### src/design/mpsf_pkg.sv
`timescale 1ns / 1ps
// Package: constants, types and built-in pattern table of the multi-pattern substring filter.
package mpsf_pkg;

  localparam int PATTERN_SLOTS     = 16;
  localparam int MAX_PATTERN_BYTES = 32;
  localparam int HIST_DEPTH        = MAX_PATTERN_BYTES - 1;
  localparam int SLOT_W            = 4;
  localparam int POS_W             = 5;
  localparam int LEN_W             = 6;
  localparam int COUNT_W           = 17;
  localparam int ACTIVE_W          = 5;
  localparam int LIMIT_W           = 16;
  localparam int APB_AW            = 3;
  localparam int APB_DW            = 32;

  localparam logic [COUNT_W-1:0]  COUNT_MAX    = 17'd65536;
  localparam logic [ACTIVE_W-1:0] ACTIVE_RESET = 5'd15;
  localparam logic [LIMIT_W-1:0]  LIMIT_RESET  = 16'd4096;

  // register index, taken from paddr[2]
  localparam logic REG_ACTIVE = 1'b0;
  localparam logic REG_LIMIT  = 1'b1;

  typedef enum logic [1:0] {
    OP_PAT_BYTE = 2'd0,
    OP_PAT_LEN  = 2'd1,
    OP_TEXT     = 2'd2,
    OP_END      = 2'd3
  } op_e;

  typedef enum logic [1:0] {
    VERDICT_PASS     = 2'd0,
    VERDICT_PATTERN  = 2'd1,
    VERDICT_TOO_LONG = 2'd2
  } verdict_e;

  typedef logic [MAX_PATTERN_BYTES*8-1:0] row_t;

  // item as it travels down the chain
  typedef struct packed {
    logic              valid;
    op_e               op;
    logic [SLOT_W-1:0] slot;
    logic [POS_W-1:0]  position;
    logic [7:0]        byte_value;
    logic [LEN_W-1:0]  pattern_length;
    logic              found;
    logic [SLOT_W-1:0] hit_slot;
  } item_t;

  typedef struct packed {
    logic                advance;
    logic                init;
    logic [ACTIVE_W-1:0] active;
  } ctl_t;

  // first character in the most significant used byte
  function automatic row_t builtin_row(input logic [SLOT_W-1:0] s);
    row_t row;
    row = '0;
    case (s)
      4'd0:    row = row_t'("rm -rf /");
      4'd1:    row = row_t'("rm -rf /*");
      4'd2:    row = row_t'("mkfs");
      4'd3:    row = row_t'("dd if=/dev/zero");
      4'd4:    row = row_t'("> /dev/sda");
      4'd5:    row = row_t'("drop table");
      4'd6:    row = row_t'("truncate table");
      4'd7:    row = row_t'("eval(");
      4'd8:    row = row_t'("exec(");
      4'd9:    row = row_t'("system(");
      4'd10:   row = row_t'("popen(");
      4'd11:   row = row_t'("; rm ");
      4'd12:   row = row_t'("| sh");
      4'd13:   row = row_t'(8'h60);
      4'd14:   row = row_t'("$(");
      default: row = '0;
    endcase
    return row;
  endfunction

  function automatic logic [LEN_W-1:0] builtin_len(input logic [SLOT_W-1:0] s);
    logic [LEN_W-1:0] n;
    n = '0;
    case (s)
      4'd0:    n = 6'd8;
      4'd1:    n = 6'd9;
      4'd2:    n = 6'd4;
      4'd3:    n = 6'd15;
      4'd4:    n = 6'd10;
      4'd5:    n = 6'd10;
      4'd6:    n = 6'd14;
      4'd7:    n = 6'd5;
      4'd8:    n = 6'd5;
      4'd9:    n = 6'd7;
      4'd10:   n = 6'd6;
      4'd11:   n = 6'd5;
      4'd12:   n = 6'd4;
      4'd13:   n = 6'd1;
      4'd14:   n = 6'd2;
      default: n = '0;
    endcase
    return n;
  endfunction

  function automatic logic [7:0] builtin_byte(input logic [SLOT_W-1:0] s, input int k);
    row_t row;
    int   n;
    row = builtin_row(s);
    n   = int'(builtin_len(s));
    if (k < n) begin
      return row[8*(n-1-k) +: 8];
    end
    return 8'h00;
  endfunction

endpackage

### src/design/mpsf_verdict.sv
`timescale 1ns / 1ps
// Tail stage: text length count, verdict and output register.
module mpsf_verdict (
  input  logic                           clk_i,
  input  logic                           rst_ni,
  input  mpsf_pkg::ctl_t                 ctl_i,
  input  mpsf_pkg::item_t                tail_i,
  input  logic [mpsf_pkg::LIMIT_W-1:0]   limit_i,
  input  logic                           out_stall_i,
  output logic                           out_valid_o,
  output logic [1:0]                     verdict_o,
  output logic [mpsf_pkg::SLOT_W-1:0]    hit_slot_o,
  output logic [mpsf_pkg::COUNT_W-1:0]   text_length_o,
  output logic                           hold_o
);

  logic [mpsf_pkg::COUNT_W-1:0] count_q, count_d;
  logic [mpsf_pkg::COUNT_W-1:0] text_len_q, text_len_d;
  logic [mpsf_pkg::SLOT_W-1:0]  hit_slot_q, hit_slot_d;
  mpsf_pkg::verdict_e           verdict_q, verdict_d;
  logic                         out_valid_q, out_valid_d;
  logic                         tail_end;
  logic                         take;

  assign tail_end = tail_i.valid && (tail_i.op == mpsf_pkg::OP_END);
  assign take     = ctl_i.advance && tail_i.valid;
  assign hold_o   = tail_end && out_valid_q && out_stall_i;

  always_comb begin
    count_d     = count_q;
    text_len_d  = text_len_q;
    hit_slot_d  = hit_slot_q;
    verdict_d   = verdict_q;
    out_valid_d = out_valid_q && out_stall_i;
    if (take && (tail_i.op == mpsf_pkg::OP_TEXT)) begin
      if (count_q != mpsf_pkg::COUNT_MAX) begin
        count_d = count_q + mpsf_pkg::COUNT_W'(1);
      end
    end
    if (take && (tail_i.op == mpsf_pkg::OP_END)) begin
      count_d     = '0;
      out_valid_d = 1'b1;
      text_len_d  = count_q;
      if (tail_i.found) begin
        verdict_d  = mpsf_pkg::VERDICT_PATTERN;
        hit_slot_d = tail_i.hit_slot;
      end else begin
        hit_slot_d = '0;
        if (count_q > mpsf_pkg::COUNT_W'(limit_i)) begin
          verdict_d = mpsf_pkg::VERDICT_TOO_LONG;
        end else begin
          verdict_d = mpsf_pkg::VERDICT_PASS;
        end
      end
    end
  end

  always_ff @(posedge clk_i or negedge rst_ni) begin
    if (!rst_ni) begin
      count_q     <= '0;
      out_valid_q <= 1'b0;
    end else begin
      count_q     <= count_d;
      out_valid_q <= out_valid_d;
    end
  end

  always_ff @(posedge clk_i) begin
    text_len_q <= text_len_d;
    hit_slot_q <= hit_slot_d;
    verdict_q  <= verdict_d;
  end

  assign out_valid_o   = out_valid_q;
  assign verdict_o     = verdict_q;
  assign hit_slot_o    = hit_slot_q;
  assign text_length_o = text_len_q;

`ifndef SYNTH
  a_slot_zero: assert property (@(posedge clk_i) disable iff (!rst_ni)
    out_valid_q && (verdict_q != mpsf_pkg::VERDICT_PATTERN) |-> hit_slot_q == '0)
    else $error("hit slot set without a pattern verdict");

  a_count_sat: assert property (@(posedge clk_i) disable iff (!rst_ni)
    count_q <= mpsf_pkg::COUNT_MAX)
    else $error("text count beyond saturation");

  a_too_long: assert property (@(posedge clk_i) disable iff (!rst_ni)
    out_valid_q && (verdict_q == mpsf_pkg::VERDICT_TOO_LONG) |->
      text_len_q > mpsf_pkg::COUNT_W'(limit_i))
    else $error("too long verdict within the limit");
`endif

endmodule
### config.mk
export PLATFORM = sky130hd
export DESIGN_NAME = mpsf_verdict
export DESIGN_NICKNAME = d
export VERILOG_FILES = /design/src/design/mpsf_pkg.sv /design/src/design/mpsf_verdict.sv
export SDC_FILE = /design/constraint.sdc
export NUM_CORES = 1
export LEC_CHECK = 0
export ABC_AREA = 1
export BUFFER_PORTS_ARGS = -buffer_cell sky130_fd_sc_hd__buf_2
export CORE_MARGIN = 10
export CORE_UTILIZATION = 46
export DETAILED_ROUTE_END_ITERATION = 10
export PLACE_DENSITY = 0.77
export SLEW_MARGIN = 20
export SYNTH_ARGS = -nofsm -noshare
export SYNTH_HDL_FRONTEND = slang
export SYNTH_SLANG_ARGS = --single-unit
### constraint.sdc
create_clock -name clk_i -period 1.63 [get_ports clk_i]
set_clock_uncertainty 0.15 [all_clocks]
set_input_delay 0.163 -clock clk_i [delete_from_list [all_inputs] [get_ports clk_i]]
set_output_delay 0.163 -clock clk_i [all_outputs]
set_load 0.1 [all_outputs]
==> results.json <==
{
  "hold_path_depth": 3,
  "gr-usage-met1_pct": 17.0,
  "cp_slowest_cell": "dfrtp_2",
  "r2r_start": "count_q[1]",
  "design_area_um2": 3410,
  "area_delta_synth_final_pct": 38.7,
  "fillers": 414,
  "num_vias": 2357,
  "grt_pass1_wl_um": 10700,
  "layout.area.seq_um2": 1150,
  "ys_seq_elements": 41,
  "max-slew-margin-rel_pct": 66.7,
  "rsz0062_at_grt": "yes",
  "p_leak_nw": 1.71,
  "cp-end-kind": "flop",
  "die_h_um": 93.1,
  "synth_area_leaders": "edfxtp_1 28%, dfrtp_1 18%, nand2_1 14%",
  "die_area_um2": 8660,
  "grt_antenna_before_repair": 0,
  "numCtsBuffers": 5,
  "place_area_um2": 3020,
  "max_slew.worst_pin.slew_ns": 0.503,
  "dp_hpwl_um": 4760,
  "synthFlopType": "edfxtp_1",
  "die_x_um": 93.1,
  "via_per_inst": 4.99,
  "crit_top_cell": "nand2_1",
  "violations": "negative setup slack",
  "io_pins": 82,
  "grt.overflow.total": 0,
  "path_buf_inv": 2,
  "portBuffers": 52,
  "status": "finished, violations left",
  "routed_wl_um": 6670,
  "fmax_ghz": 0.580,
  "synth_top_area_cell": "edfxtp_1",
  "slowest_delay_ns": 0.44,
  "crit_required_ns": 1.69,
  "drv_cap": 0,
  "drtIter0Drc": 203,
  "clkTransAtPathRegs_ns": 0.08,
  "period_share_pct": 106,
  "num_rows": 26,
  "syn_area_um2": 2460,
  "cp-start-kind": "flop",
  "synth_top_area_share_pct": 28.1,
  "critPathKind": "reg2reg",
  "ys_async_sr_fraction_pct": 43.9,
  "min_to": "out_valid_o",
  "grtUsageMet3_pct": 4.32,
  "setup_viol": 16,
  "rrSetupSlack_ns": -0.1,
  "globalplace.congestion": 0.896,
  "reg2reg_depth": 9,
  "drt_pass1_iterations": 4,
  "dp.cells": 451,
  "timing.hold.ws_ns": 0.0176,
  "worstPathArrival_ns": 1.79,
  "setup_ws_ns": -0.0950,
  "instances_no_fill": 472,
  "wire_per_inst_um": 14.1,
  "grt_pass1_vias": 2307,
  "ant_nets": 0,
  "synth_warnings": 0,
  "avgSynthCellArea_um2": 8.08,
  "min_path_type": "in2reg",
  "nets": 476,
  "drive_above_1_share_pct": 35.3,
  "cp_max_fo": 6,
  "clock_path_buffers": 2,
  "drc_errors": 0,
  "grt_max_degree": 22,
  "synth_most_common_cell": "nand2_1",
  "cp_top_family": "simple AND/OR/NAND/NOR gates",
  "final-max-slew-violation-count": 0,
  "core_um2": 5140,
  "worstPathCellList": "inv_1 -> ha_4 -> nand2_1 -> nor2_2 -> nand3_2 -> nand2_4 -> buf_6 -> nand2_1 -> o21ai_1",
  "multiInputGateArea_um2": 1230,
  "synthTopCellsByCount": "89 x nand2_1, 50 x inv_1, 30 x nor2_1",
  "synth_nets": 379,
  "cts.sinks": 41,
  "fin_crit_ns": 1.73,
  "rr_endpoint": "count_q[6]",
  "power.density_nw_per_um2": 801,
  "cts_max_level": 2,
  "tns_ns": -0.383,
  "grt.busiest_layer": "met2",
  "cts_root_buf": "clkbuf_8",
  "grtUsageMet2_pct": 27.2,
  "netlist_instances": 304,
  "diodes": 0,
  "vdd_drop_max_mv": 0.389,
  "synth_edf_count": 23,
  "start_util_pct": 47.8,
  "worstSkewPairLatency_ns": 0.30,
  "cts_tree": "yes",
  "hold_start": "out_stall_i",
  "post-place-ws_ns": -0.185,
  "ys_types": 21,
  "final_hold_viol_count": 0,
  "yosysSeqAreaShare_pct": 46.5,
  "track_usage_pct": 15.2
}
==> worst min-delay path, delay by kind of cell <==
| family | cells | cell delay [ns] |
|---|---|---|
| buf+inv | 2 | 0.13 |
| compound gates | 1 | 0.13 |
==> state kept, by name, indices dropped and copies added, names as in the netlist <==
signal	count
count_q	17
hit_slot_o	4
out_valid_o	1
text_length_o	17
verdict_o	2
==> per-stage QoR <==
stage | utilization, % | total power, mW
detailed placement | 58.8 | 1.93
global placement | 58.8 | 1.90
finish | 66.3 | 2.73
floorplan | - | 1.67
CTS | 63.4 | 2.65
global route | 66.3 | 2.89
==> repair_timing <==
action                                  in CTS  in global routing
endpoints found under the setup margin       4                 18
cloned                                       0                  3
resized for setup                           16                 35
buffers inserted                             4                  0
endpoints found under the hold margin       23                  0
hold buffers                                 6                  0
pin swaps                                    9                 11
==> metal layers <==
layer | routed length, µm | part of all wire [%]
met5 | 0 | 0
met4 | 115 | 1.7
met2 | 3390 | 51
met1 | 2640 | 40
met3 | 529 | 7.9
==> how the worst max path moves through the flow <==
stage	from	end	slack [ns]	cells after the start
2_1_floorplan	out_valid_o	hold_o	-0.14	2
3_3_place_gp	count_q[15]	verdict_o[1]	-0.05	8
3_5_place_dp	count_q[15]	verdict_o[1]	-0.18	8
4_1_cts	count_q[15]	verdict_o[1]	-0.03	8
5_1_grt	count_q[1]	count_q[6]	-0.19	9
6_report	count_q[1]	count_q[6]	-0.1	9
==> kinds of logic after synthesis <==
family,share of synthesized area (%)
AOI/OAI and AO/OA,6.27
xor gates and xnor gates,1.43
adders and majority gates,9.17
buffers and inverters,9.68
DFF,46.5
and+or+nand+nor,27.0
==> placed cells by master (no fill, tap or decap), types with 2 or more instances in the layout <==
master	Yosys	final
nor2_2	5	9
nand2_2	1	9
o21ai_0	13	9
nor2_4	0	5
xor2_1	4	4
ha_1	18	14
dfrtp_2	0	5
a21oi_1	5	4
nand2_1	89	80
edfxtp_1	23	23
o21bai_1	3	3
nand3_1	22	20
inv_1	50	47
ha_4	0	3
o21ai_1	5	7
o21ai_2	1	3
buf_2	1	51
clkbuf_8	0	5
inv_2	0	2
nand3_2	1	3
dlygate4sd3_1	0	6
nor2_1	30	21
dfrtp_1	18	12
buf_6	4	5
buf_4	0	30
buf_12	0	2
nand4_1	7	7
==> cell type report <==
class                   count  area share, %
flip-flops and latches     41           33.8
inverters                  50           5.58
well taps                  70           2.57
clock inverters             3          0.514
repair buffers             95           19.4
multi-input cells         208           36.1
clock buffers               5           2.02
==> power breakdown <==
part / internal, mW / switching [mW] / total [mW]
combinational: 0.353 / 0.476 / 0.829
clock: 0.296 / 0.361 / 0.657
sequential: 1.17 / 0.0724 / 1.24
total: 1.82 / 0.909 / 2.73
Power figures use the tool's default switching activity.
